<file path="config.mk">
export PLATFORM = sky130hd
export DESIGN_NAME = preemptive_priority_scheduler_core
export DESIGN_NICKNAME = d
export VERILOG_FILES = /design/src/rtl/core/pps_pkg.sv /design/src/rtl/core/preemptive_priority_scheduler_core.sv /design/src/rtl/core/pps_ram.sv
export SDC_FILE = /design/constraint.sdc
export NUM_CORES = 1
export LEC_CHECK = 0
export BUFFER_PORTS_ARGS = -buffer_cell sky130_fd_sc_hd__buf_2
export CAP_MARGIN = 5
export CELL_PAD_IN_SITES_DETAIL_PLACEMENT = 1
export CELL_PAD_IN_SITES_GLOBAL_PLACEMENT = 2
export CORE_MARGIN = 5
export CORE_UTILIZATION = 40
export DETAILED_ROUTE_END_ITERATION = 10
export HOLD_SLACK_MARGIN = 0.05
export PLACE_DENSITY = 0.69
export SLEW_MARGIN = 10
export SYNTH_ARGS = -nofsm -noshare
export SYNTH_HDL_FRONTEND = slang
export SYNTH_SLANG_ARGS = --single-unit
</file>
<file path="constraint.sdc">
create_clock -name clk_i -period 12.4 [get_ports clk_i]
set_input_delay 1.86 -clock clk_i [delete_from_list [all_inputs] [get_ports clk_i]]
set_output_delay 1.86 -clock clk_i [all_outputs]
set_load 0.01 [all_outputs]
</file>
<file path="src/rtl/core/pps_pkg.sv">
`timescale 1ns / 1ps
`default_nettype none

package pps_pkg;

  // Table capacity and the widths that follow from it.
  localparam int unsigned MAX_PROCS = 16;
  localparam int unsigned IDX_W     = (MAX_PROCS > 1) ? $clog2(MAX_PROCS) : 1;
  localparam int unsigned CNT_W     = $clog2(MAX_PROCS + 1);

  // Field widths.
  localparam int unsigned ID_W    = 16;
  localparam int unsigned TIME_W  = 16;
  localparam int unsigned BURST_W = 10;
  localparam int unsigned PRIO_W  = 14;

  localparam logic [TIME_W-1:0] TIME_MAX = {TIME_W{1'b1}};

  // Command codes.
  localparam logic CMD_LOAD = 1'b0;
  localparam logic CMD_TICK = 1'b1;

  // One process table entry as it is held in the table memory.
  typedef struct packed {
    logic [ID_W-1:0]    id;
    logic [TIME_W-1:0]  arrival;
    logic [BURST_W-1:0] burst;
    logic [PRIO_W-1:0]  prio;
    logic [BURST_W-1:0] remaining;
  } entry_t;

  localparam int unsigned ENTRY_W = $bits(entry_t);

endpackage

`default_nettype wire

</file>
<file path="src/rtl/core/preemptive_priority_scheduler_core.sv">
`timescale 1ns / 1ps
`default_nettype none

// Preemptive priority scheduler over a table of up to pps_pkg::MAX_PROCS processes.
// A load command (cmd_i low) appends an entry; busy_o stays low.
// A tick command (cmd_i high) keeps busy_o high while the table memory is
// read one entry per cycle to find the ready entry with the smallest
// priority; then the chosen entry is written back with one less unit of
// remaining work. The tick's result is presented in the same cycle that
// busy_o falls, for exactly one cycle, marked by valid_o. The receiver cannot
// stall, so it must take every result transfer as it appears. Loads never
// produce a result. Loads beyond capacity are dropped and time saturates.

module preemptive_priority_scheduler_core (
  input  wire logic                         clk_i,
  input  wire logic                         rst_ni,
  input  wire logic                         start_i,
  output logic                              busy_o,
  input  wire logic                         cmd_i,
  input  wire logic [pps_pkg::ID_W-1:0]     proc_id_i,
  input  wire logic [pps_pkg::TIME_W-1:0]   arrival_i,
  input  wire logic [pps_pkg::BURST_W-1:0]  burst_i,
  input  wire logic [pps_pkg::PRIO_W-1:0]   prio_i,
  output logic                              valid_o,
  output logic                              ran_valid_o,
  output logic      [pps_pkg::ID_W-1:0]     ran_id_o,
  output logic                              finished_o,
  output logic      [pps_pkg::TIME_W-1:0]   completion_time_o,
  output logic      [pps_pkg::TIME_W-1:0]   turnaround_o,
  output logic      [pps_pkg::TIME_W-1:0]   waiting_o,
  output logic                              all_done_o
);

  typedef enum logic [1:0] {
    S_IDLE,
    S_SCAN,
    S_UPDATE
  } state_e;

  state_e                       state_q, state_d;
  logic [pps_pkg::CNT_W-1:0]    loaded_q, loaded_d;
  logic [pps_pkg::CNT_W-1:0]    done_q, done_d;
  logic [pps_pkg::TIME_W-1:0]   now_q, now_d;
  logic [pps_pkg::CNT_W-1:0]    iss_q, iss_d;
  logic                         pend_q, pend_d;
  logic [pps_pkg::IDX_W-1:0]    chk_q, chk_d;
  logic                         found_q, found_d;
  logic [pps_pkg::IDX_W-1:0]    sel_q, sel_d;
  pps_pkg::entry_t              best_q, best_d;

  logic                         valid_d, ran_valid_d, finished_d, all_done_d;
  logic [pps_pkg::ID_W-1:0]     ran_id_d;
  logic [pps_pkg::TIME_W-1:0]   ct_d, tt_d, wt_d;

  logic                         ram_we;
  logic [pps_pkg::IDX_W-1:0]    ram_waddr;
  pps_pkg::entry_t              ram_wdata;
  logic [pps_pkg::IDX_W-1:0]    ram_raddr;
  pps_pkg::entry_t              ram_rdata;

  logic                         accept;
  logic                         ready_entry;
  logic [pps_pkg::BURST_W-1:0]  rem_new;
  logic [pps_pkg::TIME_W-1:0]   tt_full;

  assign accept = start_i && !busy_o;

  // Process table memory.
  pps_ram #(
    .WIDTH (pps_pkg::ENTRY_W),
    .DEPTH (pps_pkg::MAX_PROCS)
  ) u_table (
    .clk_i   (clk_i),
    .we_i    (ram_we),
    .waddr_i (ram_waddr),
    .wdata_i (ram_wdata),
    .raddr_i (ram_raddr),
    .rdata_o (ram_rdata)
  );

  // An entry read back during the scan competes if it has work and has arrived.
  assign ready_entry = (ram_rdata.remaining != '0) && (ram_rdata.arrival <= now_q);

  // Finish arithmetic on the chosen entry, against the advanced time.
  assign rem_new = best_q.remaining - 1'b1;
  assign tt_full = now_d - best_q.arrival;

  // Next-state logic for the scheduler.
  always_comb begin
    state_d     = state_q;
    loaded_d    = loaded_q;
    done_d      = done_q;
    now_d       = now_q;
    iss_d       = iss_q;
    pend_d      = 1'b0;
    chk_d       = iss_q[pps_pkg::IDX_W-1:0];
    found_d     = found_q;
    sel_d       = sel_q;
    best_d      = best_q;
    valid_d     = 1'b0;
    ran_valid_d = 1'b0;
    ran_id_d    = '0;
    finished_d  = 1'b0;
    ct_d        = '0;
    tt_d        = '0;
    wt_d        = '0;
    all_done_d  = 1'b0;
    ram_we      = 1'b0;
    ram_waddr   = loaded_q[pps_pkg::IDX_W-1:0];
    ram_raddr   = iss_q[pps_pkg::IDX_W-1:0];
    ram_wdata.id        = proc_id_i;
    ram_wdata.arrival   = arrival_i;
    ram_wdata.burst     = burst_i;
    ram_wdata.prio      = prio_i;
    ram_wdata.remaining = burst_i;

    unique case (state_q)
      S_IDLE: begin
        if (accept) begin
          if (cmd_i == pps_pkg::CMD_LOAD) begin
            // Append the entry unless the table is full.
            if (loaded_q < pps_pkg::CNT_W'(pps_pkg::MAX_PROCS)) begin
              ram_we   = 1'b1;
              loaded_d = loaded_q + 1'b1;
              if (burst_i == '0) begin
                done_d = done_q + 1'b1;
              end
            end
          end else begin
            iss_d   = '0;
            found_d = 1'b0;
            state_d = S_SCAN;
          end
        end
      end

      S_SCAN: begin
        // Compare the entry whose read returns this cycle.
        if (pend_q && ready_entry && (!found_q || (ram_rdata.prio < best_q.prio))) begin
          found_d = 1'b1;
          sel_d   = chk_q;
          best_d  = ram_rdata;
        end
        // Issue the next read, or finish once every entry has been asked for.
        if (iss_q != loaded_q) begin
          pend_d = 1'b1;
          iss_d  = iss_q + 1'b1;
        end else begin
          state_d = S_UPDATE;
        end
      end

      S_UPDATE: begin
        if (now_q != pps_pkg::TIME_MAX) begin
          now_d = now_q + 1'b1;
        end
        valid_d = 1'b1;
        if (found_q) begin
          ran_valid_d = 1'b1;
          ran_id_d    = best_q.id;
          // Write the chosen entry back with one less unit of work.
          ram_we              = 1'b1;
          ram_waddr           = sel_q;
          ram_wdata           = best_q;
          ram_wdata.remaining = rem_new;
          if (rem_new == '0) begin
            finished_d = 1'b1;
            done_d     = done_q + 1'b1;
            ct_d       = now_d;
            tt_d       = tt_full;
            wt_d       = (tt_full >= pps_pkg::TIME_W'(best_q.burst))
                         ? tt_full - pps_pkg::TIME_W'(best_q.burst) : '0;
          end
        end
        all_done_d = (done_d == loaded_q);
        state_d    = S_IDLE;
      end

      default: begin
        state_d = S_IDLE;
      end
    endcase
  end

  // State and registered result.
  always_ff @(posedge clk_i or negedge rst_ni) begin
    if (!rst_ni) begin
      state_q           <= S_IDLE;
      busy_o            <= 1'b0;
      loaded_q          <= '0;
      done_q            <= '0;
      now_q             <= '0;
      iss_q             <= '0;
      pend_q            <= 1'b0;
      chk_q             <= '0;
      found_q           <= 1'b0;
      sel_q             <= '0;
      best_q            <= '0;
      valid_o           <= 1'b0;
      ran_valid_o       <= 1'b0;
      ran_id_o          <= '0;
      finished_o        <= 1'b0;
      completion_time_o <= '0;
      turnaround_o      <= '0;
      waiting_o         <= '0;
      all_done_o        <= 1'b0;
    end else begin
      state_q           <= state_d;
      busy_o            <= (state_d != S_IDLE);
      loaded_q          <= loaded_d;
      done_q            <= done_d;
      now_q             <= now_d;
      iss_q             <= iss_d;
      pend_q            <= pend_d;
      chk_q             <= chk_d;
      found_q           <= found_d;
      sel_q             <= sel_d;
      best_q            <= best_d;
      valid_o           <= valid_d;
      ran_valid_o       <= ran_valid_d;
      ran_id_o          <= ran_id_d;
      finished_o        <= finished_d;
      completion_time_o <= ct_d;
      turnaround_o      <= tt_d;
      waiting_o         <= wt_d;
      all_done_o        <= all_done_d;
    end
  end

endmodule

`default_nettype wire

</file>
<file path="src/rtl/core/pps_ram.sv">
`timescale 1ns / 1ps
`default_nettype none

module pps_ram #(
  parameter int unsigned WIDTH = 8,
  parameter int unsigned DEPTH = 16
) (
  input  wire logic                     clk_i,
  input  wire logic                     we_i,
  input  wire logic [$clog2(DEPTH)-1:0] waddr_i,
  input  wire logic [WIDTH-1:0]         wdata_i,
  input  wire logic [$clog2(DEPTH)-1:0] raddr_i,
  output logic      [WIDTH-1:0]         rdata_o
);

  logic [WIDTH-1:0] mem [DEPTH];

  // One write port and one registered read port.
  always_ff @(posedge clk_i) begin
    if (we_i) begin
      mem[waddr_i] <= wdata_i;
    end
    rdata_o <= mem[raddr_i];
  end

endmodule

`default_nettype wire

</file>
**Word level (Yosys, flattened, before mapping)**

Memories as Yosys holds them, arrays and structs flattened. A register that Yosys moved wholly into a read port is not among the register bits.
Cells that the tools add are included.

- Mux-type cells: 53
- Equal/unequal tests: 12
- Reduce and logical (&&, ||, !) cells: 19
- Bitwise logic cells: 1
- Add/sub/neg operators: 7
- Order comparisons: 4

Operator list:

| cell | count |
|---|---|
| $mux W16 | 14 |
| $mux W66 | 2 |
| $mux W5 | 10 |
| $logic_not A10 Y1 | 2 |
| $pmux W5 S2 | 2 |
| $mux W1 | 17 |
| $add A16 B1 Y16 const B | 1 |
| $ge A16 B10 Y1 | 1 |
| $le A16 B16 Y1 | 1 |
| $ne A16 B16 Y1 const B | 1 |
| $sub A16 B10 Y16 | 1 |
| $sub A16 B16 Y16 | 1 |
| $add A5 B1 Y5 const B | 3 |
| $lt A14 B14 Y1 | 1 |
| $ne A2 B2 Y1 const B | 7 |
| $reduce_and A4 Y1 | 3 |
| $reduce_bool A10 Y1 | 1 |
| $sub A10 B1 Y10 const B | 1 |
| $mux W4 | 2 |
| $mux W2 | 3 |
| $reduce_bool A2 Y1 | 3 |
| $eq A5 B5 Y1 | 1 |
| $lt A5 B5 Y1 const B | 1 |
| $ne A5 B5 Y1 | 1 |
| 11 further kinds | 16 |

- Memories: 1
- Output and inout bits: 69
- Register bits: 178
- Bits in writable memories: 1056
- Bits of input ports: 60

Memory list:

| memory | words | bits a word | read ports | clocked after memory_dff | wr ports | RTL line | source |
|---|---|---|---|---|---|---|---|
| u_table.mem | 16 | 66 | 1 | 1 | 1 | pps_ram.sv:16 | `logic [WIDTH-1:0] mem [DEPTH];` |

**Logic depth before layout (Yosys ltp)**

Gate-level depths: netlist of run 1.

- Depth after elaboration: 9
- Depth in mapped cells: 24

**Modules after synthesis**

A second synthesis of run 1 with hierarchy kept.

- Cells, all modules: 2700
- Area, all modules: 50677.4 µm²

By module, submodules not included:

| module | instances | cells an instance | sequential area each (µm²) | area an instance (µm²) |
|---|---|---|---|---|
| pps_ram | 1 | 1698 | 33031.7 | 40800.4 |
| preemptive_priority_scheduler_core | 1 | 1002 | 4454.3 | 9877.0 |

**Worst setup path before layout of run 1**

No wires, ideal clock.

- Path kind: input to register
- Start point: input start_i
- End point: memory u_table.mem[1][0] (netlist bit) (enable)
- Slack: 6.118 ns
- Required time: 11.909 ns
- Buffers on the path: 0
- Stages: 6
- Arrival: 5.791 ns
- Cells stage by stage: nor2b_1 nand2_1 nor3_1 nand2_1 o22a_1 nor2_1

- Longest elaborated chain between the ends: 5

Ends and longest elaborated chain:

| item | RTL line | source |
|---|---|---|
| from (decl) | preemptive_priority_scheduler_core.sv:17 | `input wire logic start_i,` |
| $logic_and A1 B1 Y1 | preemptive_priority_scheduler_core.sv:66 | `assign accept = start_i && !busy_o;` |
| $mux W1 | preemptive_priority_scheduler_core.sv:119 | `if (accept) begin` |
| $pmux W1 S2 | preemptive_priority_scheduler_core.sv:117 | `unique case (state_q)` |
| $mux W1 | pps_ram.sv:20 | `if (we_i) begin` |
| $mux W1 (implied by the code) | pps_ram.sv:21 | `mem[waddr_i] <= wdata_i;` |
| to (decl) | pps_ram.sv:16 |  |

Every way passes these cells.

**Worst setup path in the final report of run 1**

- Start point: register state_q[0]
- End point: register waiting_o[4] (netlist bit)

- Longest elaborated chain between the ends: 8
- Elaborated cells between the ends (all ways): 9

Ends and longest elaborated chain:

| item | RTL line | source |
|---|---|---|
| from (decl) | preemptive_priority_scheduler_core.sv:40 | `state_e state_q, state_d;` |
| from (signal assigned) | preemptive_priority_scheduler_core.sv:208 | `state_q <= state_d;` |
| $eq A2 B2 Y1 * | preemptive_priority_scheduler_core.sv:117 |  |
| $mux W16 | preemptive_priority_scheduler_core.sv:117 |  |
| $sub A16 B16 Y16 | preemptive_priority_scheduler_core.sv:86 | `assign tt_full = now_d - best_q.arrival;` |
| $sub A16 B10 Y16 or $ge A16 B10 Y1 (tied branches) | preemptive_priority_scheduler_core.sv:172, preemptive_priority_scheduler_core.sv:171 |  |
| $mux W16 | preemptive_priority_scheduler_core.sv:172 | `? tt_full - pps_pkg::TIME_W'(best_q.burst) : '0;` |
| $mux W16 | preemptive_priority_scheduler_core.sv:166 | `if (rem_new == '0) begin` |
| $mux W16 | preemptive_priority_scheduler_core.sv:158 | `if (found_q) begin` |
| $mux W16 * | preemptive_priority_scheduler_core.sv:117 |  |
| net wt_d, one bit | preemptive_priority_scheduler_core.sv:53 | `logic [pps_pkg::TIME_W-1:0] ct_d, tt_d, wt_d;` |
| to (signal assigned) | preemptive_priority_scheduler_core.sv:225 | `waiting_o <= wt_d;` |
| to (decl) | preemptive_priority_scheduler_core.sv:30 | `output logic [pps_pkg::TIME_W-1:0] waiting_o,` |

Mark *: on every way through the listed nets, which the timed path passes. The rest lies on a longest branch.
A chain may end at the register's enable or synchronous reset.

==> impl_summary.md, run 1 <==
Status
The run finished with clean final reports.

STA
The total negative setup slack is 0 ps. The clock period minus worst slack is 5593 ps. The final clock skew is 21.87 ps. In the post-route analysis, the smallest setup slack over all paths is 6807 ps.

The relative slew slack is 24.09%. The final count of hold timing violations is 0. The worst-margin pin slew is 1139 ps. The final setup violation count is 0. The worst path uses 45.10% of the clock period. The final max-slew violation count is 0.

The timing-limited maximum frequency is 178.8 MHz. Setup repair after global routing left no endpoint under its margin.

Worst hold path
The source of the worst hold timing path is u_table.rdata_o[65]$_DFF_P_. The endpoint with the worst hold slack is best_q[65]$_DFFE_PN0P_. The class of the tightest hold or removal check is reg2reg.

The number of cells on the worst hold path is 1.

Pwr
Internal power comes to 0.009098 W. The fraction of power spent switching nets is 29.06%. The cell area power density is 219.8 nW/um^2.

The reported net switching power is 0.003728 W. Sequential cells account for 42.8% of the total power. The fraction of power consumed by combinational cells is 25.6%. In this run the static leakage power is 19.97 nW. The share of total power in the clock network is 31.5%. The worst-case vdd ir drop is 0.0002102 V.

Yosys
The post-synthesis instance total is 2565. The number of enable-type register cells in the synthesized netlist is 1056. The count of distinct cell types in the synthesized netlist is 66.

The synthesis-stage register bit count is 1300. The fraction of registers with async set/reset is 13.69%. The number of nets handed over by synthesis was 2687.

The leading register cell type out of synthesis is edfxtp_1. The average instance in the mapped netlist occupies 19.81 um^2. The sequential fraction of the synthesis area is 73.77%. In this run the cell area of the synthesized design comes to 50820 um^2. The number of warning messages in the yosys log is 0.

Global routing
For this run the aggregate overflow at the end of global routing stands at 0. The first global-routing pass estimated 191500 um of wire. Across every metal layer, demand over resource in global routing totals 19.24%.

The number of global-route vias before repair was 27830. The number of antenna violations at the first check in global routing is 4. The largest net degree at the start of global routing is 135.

Floorplanning
The total area inside the core boundary comes to 125900 um^2. After floorplanning, the core was divided into 130 placement rows. The die covers 134300 um^2. The vertical die dimension is 366.4 um. The initial utilization of the core area, before any placement, comes to 40.36%. The count of boundary I/O pins is 129. The die outline width is 366.4 um.

Setup path
The maximum fanout count along the critical path is 16. The kind of critical path is reg2reg. The critical path crosses 19 cells after its start point.

On the critical path the largest part of the delay comes from compound AO/OA/AOI/OAI gates. Walking the worst path, the cells encountered are nand2b_1 -> inv_1 -> nand2_1 -> xor2_1 -> ha_1 -> fa_1 -> nor2b_1 -> o21ai_0 -> nand2b_1 -> xor2_1 -> ha_1 -> o21ai_0 -> a21oi_1 -> o21a_1 -> o41ai_1 -> o21ai_0 -> a31oi_1 -> a31o_4 -> nor3_1. The slowest cell on the critical path is inv_1.

The number of buffers and inverters on the critical path is 1. Measured in cells, the most critical reg-to-reg path has a length of 19. At the worst endpoint, the arrival time is 6210 ps. The endpoint of the most critical register-to-register path is waiting_o[4]$_DFF_PN0_.

The cell that appears most often on the critical path is o21ai_0. In this run the critical register-to-register path is launched from state_q[0]$_DFF_PN0_. The internal reg-to-reg setup slack is 6810 ps. The maximum single-stage delay on the critical path is 610 ps. STA classifies the critical path startpoint as a register. STA classifies the critical path endpoint as a register. For the worst setup path, the data required time is 13020 ps.

Clock network
TritonCTS built the clock tree. Hold repair after CTS inserted 0 buffers. The number of H-tree levels is 4. The post-CTS resize count is 0. Counting along the longest clock path gives a buffer depth of 3.

In this run the post-CTS setup repair buffer count came out at 0. The CTS root buffer is clkbuf_16. The number of clock sinks is 1300. The number of buffers added by the clock tree synthesis step is 135.

The latest clock arrival within the worst-skew pair is 760 ps. Clock-pin slew was measured on the worst setup and hold paths at 60 ps.

Routing
Dividing the detail-routed wire length by the instance count gives 28.27 um. After detailed routing, the number of vias per cell comes to 5.624. The count of nets left with antenna violations once routing finished came out at 0. The post-detailed-route DRC marker count is 0. The detailed router's first-iteration violation count is 1971. For this block, the routed nets add up to 129100 um of wire.

The number of iterations in the first detailed-routing pass is 7. The via count is 25680.

Cells and area
The post-route netlist has 29.41% of its cells at a drive strength greater than 1. The top cell types in the final layout, fill and taps aside, are edfxtp_1, mux4_2, dfrtp_1. The area added between synthesis and finish is 14.85%. Leaving out fill and tap cells, the most frequent cell in the layout is edfxtp_1.

The net count reported at finish is 2925.

Job
The max-cap violation count is 0.

Placement
The final HPWL from detailed placement is 72250 um. The number of I/O port buffers is 128. OpenSTA, run right after detailed placement, puts the worst setup slack at 6882 ps. The placer's final routability congestion estimate is 0.8571.
## final cells by class
class / count / area [um^2]
diodes: 2 / 5.005
flip-flops and latches: 1300 / 37500
clock inverters: 75 / 724.4
inverters: 74 / 277.8
well taps: 1650 / 2064
multi-input cells: 1073 / 12720
clock buffers: 173 / 3707
fillers: 11700 / 67530
repair buffers: 219 / 1359
## metal layers
| metal | up-vias | share of wire (%) | track usage, % |
|---|---|---|---|
| li1 | 10810 | - | - |
| met1 | 14020 | 43 | 26.23 |
| met2 | 670 | 50 | 32.32 |
| met3 | 182 | 4.4 | 3.165 |
| met4 | 2 | 2.1 | 5.332 |
| met5 | - | 0.010 | 0 |
## sequential cells by signal, summed over array words and instances, names as in the netlist, 5 cells and up
name,count
done_q,5
now_q,16
waiting_o,16
u_table.mem,1056
loaded_q,5
best_q,66
u_table.rdata_o,66
iss_q,5
completion_time_o,16
turnaround_o,16
ran_id_o,16
## power by group through the flow
stage                     clock [W]  combinational [W]  sequential, W
after floorplan                   0            0.00251        0.00536
after global placement            0            0.00325        0.00557
after detailed placement          0            0.00332        0.00559
after CTS                   0.00414            0.00334        0.00551
after global routing        0.00434            0.00356        0.00554
final                       0.00404            0.00329        0.00549
## through the flow
stage / total power, W / utilization [%] / cell area [um^2] / hold slack [ps] / instances
floorplan: 0.007868 / - / 50820 / 351.9 / 2565
global placement: 0.008827 / 42.81 / 53900 / 435.6 / 4314
detailed placement: 0.008909 / 42.81 / 53900 / 438.5 / 4314
CTS: 0.01299 / 46.33 / 58330 / 452.3 / 4562
global route: 0.01344 / 46.35 / 58360 / 481.1 / 4564
finish: 0.01283 / 46.36 / 58360 / 448.2 / 4566
## logic make-up (layout without fill, tap and decap cells)
kind of cell / count (synthesis) / in the layout / share of synthesized area (%)
XOR/XNOR: 65 / 65 / 1.120
multiplexers: 404 / 404 / 16.26
other: 0 / 2 / 0
buffers and inverters: 192 / 541 / 1.487
AO/OA/AOI/OAI: 201 / 201 / 2.553
AND/OR/NAND/NOR: 341 / 341 / 3.257
flip-flops: 1300 / 1300 / 73.77
adder cells (fa/ha/maj): 62 / 62 / 1.556
## worst max-delay path by stage
stage / start / end / slack (ps)
2_1_floorplan: start_i / u_table.mem[1][0]$_DFFE_PP_ / 6120
3_3_place_gp: start_i / u_table.mem[3][46]$_DFFE_PP_ / 6910
3_5_place_dp: start_i / u_table.mem[3][40]$_DFFE_PP_ / 6880
4_1_cts: state_q[0]$_DFF_PN0_ / waiting_o[4]$_DFF_PN0_ / 6830
5_1_grt: now_q[0]$_DFF_PN0_ / waiting_o[4]$_DFF_PN0_ / 6330
6_report: state_q[0]$_DFF_PN0_ / waiting_o[4]$_DFF_PN0_ / 6810
## cell usage after synthesis (45+ instances only)
cell         n  share of area (%)
edfxtp_1  1056                 62
mux4_2     330                 15
dfrtp_1    178                8.8
nor2_1      97               0.72
nand2_1     89               0.66
o21ai_0     78               0.77
clkbuf_1    74               0.55
inv_1       74               0.55
mux2_2      67                1.5
dfxtp_1     66                2.6
ha_1        60                1.5
xnor2_1     45               0.78
Note: power is estimated with default switching activity, not from simulation.
==> run 2: changes to the inputs <==
clock period = 5.4 ns   (was 12.4 ns; I/O delays follow)
==> run 2 against run 1 <==
Against the previous run: sequential cell count did not move; highest routed layer unchanged; combinational power up 130%; via count shrank 0.88%; sequential share of layout area fell by 0.35 points; cell count grew 0.31%; global-route usage decreased by 0.092 points; worst hold slack worse by 310 ps; critical endpoint is now waiting_o[15]$_DFF_PN0_.
==> impl_summary.md, run 2 (synthesis results as in run 1) <==
Setup path
The most frequent cell on the critical path is nor2_1. STA classifies the critical path endpoint as a register. The critical path contains buffers and inverters numbering 0 combined. The family of cells with the greatest summed delay on the critical path is simple AND/OR/NAND/NOR gates.

STA classifies the critical path startpoint as a register. Of all nets on the critical path, the largest fanout is 7. For the worst setup path, the data required time is 6030 ps. The data arrival time at the worst-slack endpoint is 5760 ps. Traced cell by cell, the critical path runs through ha_2 -> nand4_1 -> or4_4 -> nand2_1 -> nor2_1 -> xnor2_1 -> ha_1 -> a21o_1 -> or3_1 -> o21a_1 -> nor2_1 -> xnor2_1 -> ha_1 -> and2_1 -> a31oi_1 -> o21ai_0 -> nor4_1 -> xor2_1 -> nor2_1. In this design, the stage delay of the slowest critical-path cell is 590 ps. On the critical path, the stage with the largest delay is an instance of or4_4. The critical path in this run is classified as reg2reg.

Placement
The placer's final routability congestion estimate is 0.8618. The post-place setup slack is -175.7 ps. Once placement completed, the tool counted placed cells totaling 4327.

The final HPWL from detailed placement is 72420 um. The count of buffers added on input and output ports is 128.

Pwr
Dividing total power by cell area gives a power density of 501.4 nW/um^2. Overall power consumption after layout is estimated at 0.02943 W. The static leakage is 20.10 nW.

The worst-case IR drop observed on VDD is 0.0003951 V.

Cells and area
Cells fill 46.62% of the core in the end. After the flow finishes, the layout carries non-filler instances totaling 4580. The sequential cell area in the final layout is 37500 um^2.

The largest registers in the layout are u_table.mem x1056, best_q x66, u_table.rdata_o x66. The area added between synthesis and finish is 15.49%. The most common library cell in the layout ignoring fill and taps is edfxtp_1. The number of inserted filler cells in the final layout is 11630. The net count reported at finish is 2940. Of the cells placed in the final design, the portion with a size suffix greater than 1 is 30.18%. The largest register by flop count is u_table.mem. The multi-input combinational cells in the finished layout cover a total of 12780 um^2. The register with the most flip-flops in the layout has 1056 of them. In the layout the commonest cells are edfxtp_1, mux4_2, dfrtp_1.

STA
The final worst-path setup slack is 261.9 ps. The share of the clock period used by the worst path after layout is 95.15%. Setup violations remaining at the end of the flow were counted as 0.

The relative slew slack is 16.52%. The clock period minus worst slack is 5138 ps. At the pin with the least slew margin, the transition time is 1249 ps. The timing-limited maximum frequency is 194.6 MHz.

The final clock skew is 29.74 ps. Final hold analysis gives a worst-case slack of 135.3 ps. Setup repair after global routing left no endpoint under its margin. The final max-slew violation count is 0. The final count of hold timing violations is 0.

Floorplanning
Once the floorplan was initialized, standard cells occupied 40.36% of the core. The core region is 125900 um^2. The die outline width is 366.4 um. The floorplan step set the die height to 366.4 um.

The count of boundary I/O pins is 129. After floorplanning, the core was divided into 130 placement rows. The floorplan step defined a die boundary enclosing 134300 um^2.

Clock network
The tree is rooted in a clkbuf_16. The later pin in the worst-skew pair is clocked with a latency of 760 ps. The number of H-tree levels is 4. The clock passes through at most 3 buffers.

TritonCTS built the clock tree. The number of clock sinks is 1300. The number of buffers added by the clock tree synthesis step is 132.

The clock slew seen by the registers of the worst setup and hold paths is 60 ps.

Global routing
Entering global routing, the biggest net connects 96 pins. The number of global-route vias before repair came to 27700. The aggregate global routing overflow is 0.

The overall track demand over capacity in global routing is 19.15%. The number of antenna violations at the first check in global routing was 4. The first global-routing pass estimated 190900 um of wire.

Worst hold path
The class of the tightest hold or removal check is in2async.

Status
The flow ran to the end, and the final reports show no timing, DRC or antenna violations.

Routing
The vias per cell is 5.557. The number of iterations in the first detailed-routing pass is 6. The final routed wire length divided by cell count is 28.10 um.

The routed layout has 25450 vias. The number of nets with antenna violations after detailed routing is 0. For this run, design rule violations remaining after detail routing come to 0. The total wirelength of the detailed-routed design is 128700 um. The detailed router finished its first iteration with 2107 violations.

Job
The tool flagged a number of max-cap violations equal to 0.
[run 2: cell types whose count changed in the layout (fill, tap and decap cells not counted), sizes merged]
| cell | delta |
|---|---|
| a31o | +1 |
| buf | +17 |
| bufinv | -5 |
| clkbuf | +11 |
| clkinv | -8 |
| clkinvlp | -2 |
| diode | -1 |
| inv | +1 |
[run 2: report_power, final]
group / leakage, nW / switching (W) / internal, W / total (W)
Sequential: 12.4 / 0.000795 / 0.0118 / 0.0126
Clock: 2.15 / 0.00381 / 0.00531 / 0.00912
Combinational: 5.59 / 0.00397 / 0.00373 / 0.00770
[run 2: path summary, 6_finish.rpt]
check | cells after the start | slack (ps) | from | endpoint
hold / removal | 1 | 140 | rst_ni | best_q[29]$_DFFE_PN0P_
setup reg to reg | 19 | 260 | now_q[0]$_DFF_PN0_ | waiting_o[15]$_DFF_PN0_
min in group clk_i | 3 | 390 | cmd_i | busy_o$_DFF_PN0_
hold reg to reg | 1 | 460 | u_table.rdata_o[65]$_DFF_P_ | best_q[65]$_DFFE_PN0P_
max in group asynchronous | 2 | 3980 | rst_ni | now_q[0]$_DFF_PN0_
setup / recovery | 19 | 260 | now_q[0]$_DFF_PN0_ | waiting_o[15]$_DFF_PN0_
[run 2: routing by layer]
metal / wire, um / GRT usage (%)
met3: 6336 / 3.394
met5: 41 / 0
met2: 64420 / 32.13
met4: 2252 / 4.376
met1: 55630 / 26.38
[run 2: what timing repair did]
| action | CTS | global route |
|---|---|---|
| hold buffers | 0 | 0 |
| endpoints found under the hold margin | 0 | 0 |
| gates resized for setup | 1 | 8 |
| cloned | 0 | 1 |
| setup endpoints to repair | 16 | 16 |
| setup buffers | 0 | 3 |
| pin swaps | 0 | 3 |
[run 2: layout make-up]
cell class	instances	share of cell area (%)
Antenna cell	1	0.004264
Clock buffer	184	6.509
Clock inverter	61	0.9274
Inverter	74	0.4733
Multi-Input combinational cell	1074	21.77
Sequential cell	1300	63.90
Tap cell	1650	3.518
Timing Repair Buffer	236	2.895
[run 2: per-stage QoR]
| step | area [um^2] | setup TNS (ps) |
|---|---|---|
| 2_1_floorplan | 50820 | 0 |
| 3_3_place_gp | 54210 | 0 |
| 3_5_place_dp | 54210 | -2349 |
| 4_1_cts | 58580 | 0 |
| 5_1_grt | 58690 | 0 |
| 6_report | 58690 | 0 |
[run 2: worst register-to-register path, delay by kind of cell (launching register included)]
| family | cells | cell delay, ps |
|---|---|---|
| flip-flops | 1 | 450 |
| XOR/XNOR | 3 | 630 |
| AND/OR/NAND/NOR | 9 | 2110 |
| adder cells (fa/ha/maj) | 3 | 950 |
| AO/OA/AOI/OAI | 4 | 870 |
==> run 3: changes to the inputs <==
RECOVER_POWER = 25   (was unset)
==> run 3 against run 2 <==
Against the previous run: critical endpoint unchanged; wire length rose by 0.11%; largest cell class unchanged; global-route usage stayed put; the flow now finishes with violations (max-capacitance violations, max-slew violations); critical path type unchanged; combinational power up 0.9%.
==> impl_summary.md, run 3 (synthesis results as in run 1) <==
Status
The run finished, with violations left. The checks that failed: max-capacitance violations, max-slew violations.

Routing
The number of iterations in the first detailed-routing pass is 5. In the routed layout, each cell is associated on average with a via count of 5.575. After detailed routing, the total wire length is 128800 um. The final route contains 25540 vias. In the routed design, unresolved DRC markers number 0. In the final routed layout, each cell accounts on average for 28.12 um.

The detailed router's first-iteration violation count is 2125. The number of nets with antenna violations after detailed routing is 0.

Clock network
After clock tree synthesis, the clock-pin slew on the worst setup and hold paths is 60 ps. The clock tree from TritonCTS is yes. The CTS root buffer is clkbuf_16. For this design, the sink count on the clock tree is 1300.

The later pin in the worst-skew pair is clocked with a latency of 760 ps. The H-tree was split into 4 levels. The quantity of hold-fixing buffers added after cts is 0. The deepest clock path buffer count is 3.

The number of buffers added by the clock tree synthesis step is 132.

STA
The final hold slack is 390.7 ps. The final setup violation count is 0. The final count of hold timing violations came to 0.

The final clock skew is 30.79 ps. The timing-limited maximum frequency is 194.8 MHz. The final max-slew violation count was 271. The clock period minus worst slack is 5134 ps. At the pin with the least slew margin, the transition time is 3153 ps. The relative slew slack is -110.2%. The worst path uses 95.08% of the clock period. Setup repair after global routing left no endpoint under its margin.

Floorplanning
The floorplan step set the die width to 366.4 um. The die covers 134300 um^2. The area inside the core boundary is 125900 um^2. The initial utilization of the core area, before any placement, comes to 40.36%. The floorplan has 130 rows. The die is 366.4 um tall. Pin placement for this block handled 129 I/O pins.

Global routing
For this run the aggregate overflow at the end of global routing stands at 0. The number of antenna violations at the first check in global routing is 4. The number of global-route vias before repair was 27700.

The largest net degree at the start of global routing is 96. The wire length of the first global-routing pass is 190900 um. The overall track demand over capacity in global routing is 19.15%.

Cells and area
The register with the most flip-flops in the layout has 1056 of them. The largest register by flop count is u_table.mem. The area added between synthesis and finish is 15.12%. In the layout the commonest cells are edfxtp_1, mux4_2, dfrtp_1. The largest registers in the layout are u_table.mem x1056, best_q x66, u_table.rdata_o x66. Cells with a size suffix above 1 make up 27.18% of the layout.

For this run, the share of the core covered by cells in the final layout is 46.47%. After routing the design area is 58500 um^2. The net count reported at finish is 2940.

The most common library cell in the layout ignoring fill and taps is edfxtp_1.

Setup path
On the critical path, the stage with the largest delay is an instance of or4_4. The required time of the worst setup path is 6030 ps. The critical path contains buffers and inverters numbering 0 combined. The maximum single-stage delay on the critical path is 590 ps. The type of element capturing the critical path is a register. The signal on the critical path passes through ha_2 -> nand4_1 -> or4_4 -> nand2_1 -> nor2_1 -> xnor2_1 -> ha_1 -> a21o_1 -> or3_1 -> o21a_1 -> nor2_1 -> xnor2_1 -> ha_1 -> and2_1 -> a31oi_1 -> o21ai_0 -> nor4_1 -> xor2_1 -> nor2_1.

The family of cells with the greatest summed delay on the critical path is simple AND/OR/NAND/NOR gates. The data arrival time at the worst-slack endpoint is 5760 ps. The kind of critical path is reg2reg. The maximum fanout count along the critical path is 7. The most frequent cell on the critical path is nor2_1. The worst setup path is launched from a register.

Placement
Buffers placed on the I/O ports in this run total 128. The final HPWL from detailed placement is 72420 um. Summing all placed instances gives a cell area of 54210 um^2.

Routability-driven placement finished with a final weighted congestion of 0.8618.

Pwr
The cell area power density is 503.9 nW/um^2. Summed over all cells, the static leakage comes to 19.74 nW. Across the VDD grid, the largest voltage drop is 0.0003955 V.

Job
The max-cap violation count is 6.

Worst hold path
The min-delay analysis places its worst path in the category in2reg.
## run 3: metal layers
metal	global-route usage, %	up-vias	wire length (um)
li1	-	10830	-
met5	0	-	41
met1	26.38	13870	55470
met3	3.394	165	6638
met4	4.376	6	2244
met2	32.13	668	64430
## run 3: worst paths after layout
path | start | to | slack, ps | cells past startpoint
min reg2reg | u_table.rdata_o[65]$_DFF_P_ | best_q[65]$_DFFE_PN0P_ | 460 | 1
min in group asynchronous | rst_ni | best_q[29]$_DFFE_PN0P_ | 1010 | 1
max in group asynchronous | rst_ni | now_q[0]$_DFF_PN0_ | 1750 | 2
min | cmd_i | busy_o$_DFF_PN0_ | 390 | 3
max | now_q[0]$_DFF_PN0_ | waiting_o[15]$_DFF_PN0_ | 270 | 19
max reg2reg | now_q[0]$_DFF_PN0_ | waiting_o[15]$_DFF_PN0_ | 270 | 19
## run 3: stage by stage
| step | setup WS, ps | power (W) | std cells | setup TNS (ps) |
|---|---|---|---|---|
| global placement | 110.3 | 0.02025 | 4327 | 0 |
| floorplan | 168.4 | 0.01807 | 2565 | 0 |
| global route | 15.02 | 0.03094 | 4579 | 0 |
| CTS | 48.19 | 0.02964 | 4572 | 0 |
| detailed placement | -175.7 | 0.02047 | 4327 | -2349 |
| finish | 265.6 | 0.02948 | 4581 | 0 |
## run 3: worst reg2reg max path: stages (launching register included)
cell,delay [ps]
dfrtp_2,450
ha_2,260
nand4_1,200
or4_4,590
nand2_1,170
nor2_1,80
xnor2_1,270
ha_1,350
a21o_1,250
or3_1,370
o21a_1,240
nor2_1,130
xnor2_1,170
ha_1,340
and2_1,190
a31oi_1,150
o21ai_0,230
nor4_1,300
xor2_1,190
nor2_1,70
## run 3: power breakdown
group | switching [W] | internal [W] | leakage, nW
Clock | 0.00380 | 0.00531 | 2.15
Sequential | 0.000793 | 0.0118 | 12.4
Combinational | 0.00396 | 0.00381 | 5.22
## run 3: area by class of cell
cell class              count  area [um^2]
fillers                 11670        67400
flip-flops and latches   1300        37490
multi-input cells        1074        12770
clock buffers             184         3820
well taps                1650         2064
repair buffers            236         1528
clock inverters            61        544.3
inverters                  74        277.8
diodes                      2        5.005
## run 3: repair_timing
item / 4_1_cts / 5_1_grt
setup endpoints to repair: 16 / 16
buffers inserted: 0 / 3
resized for setup: 1 / 8
pin swaps: 0 / 3
gates cloned: 0 / 1
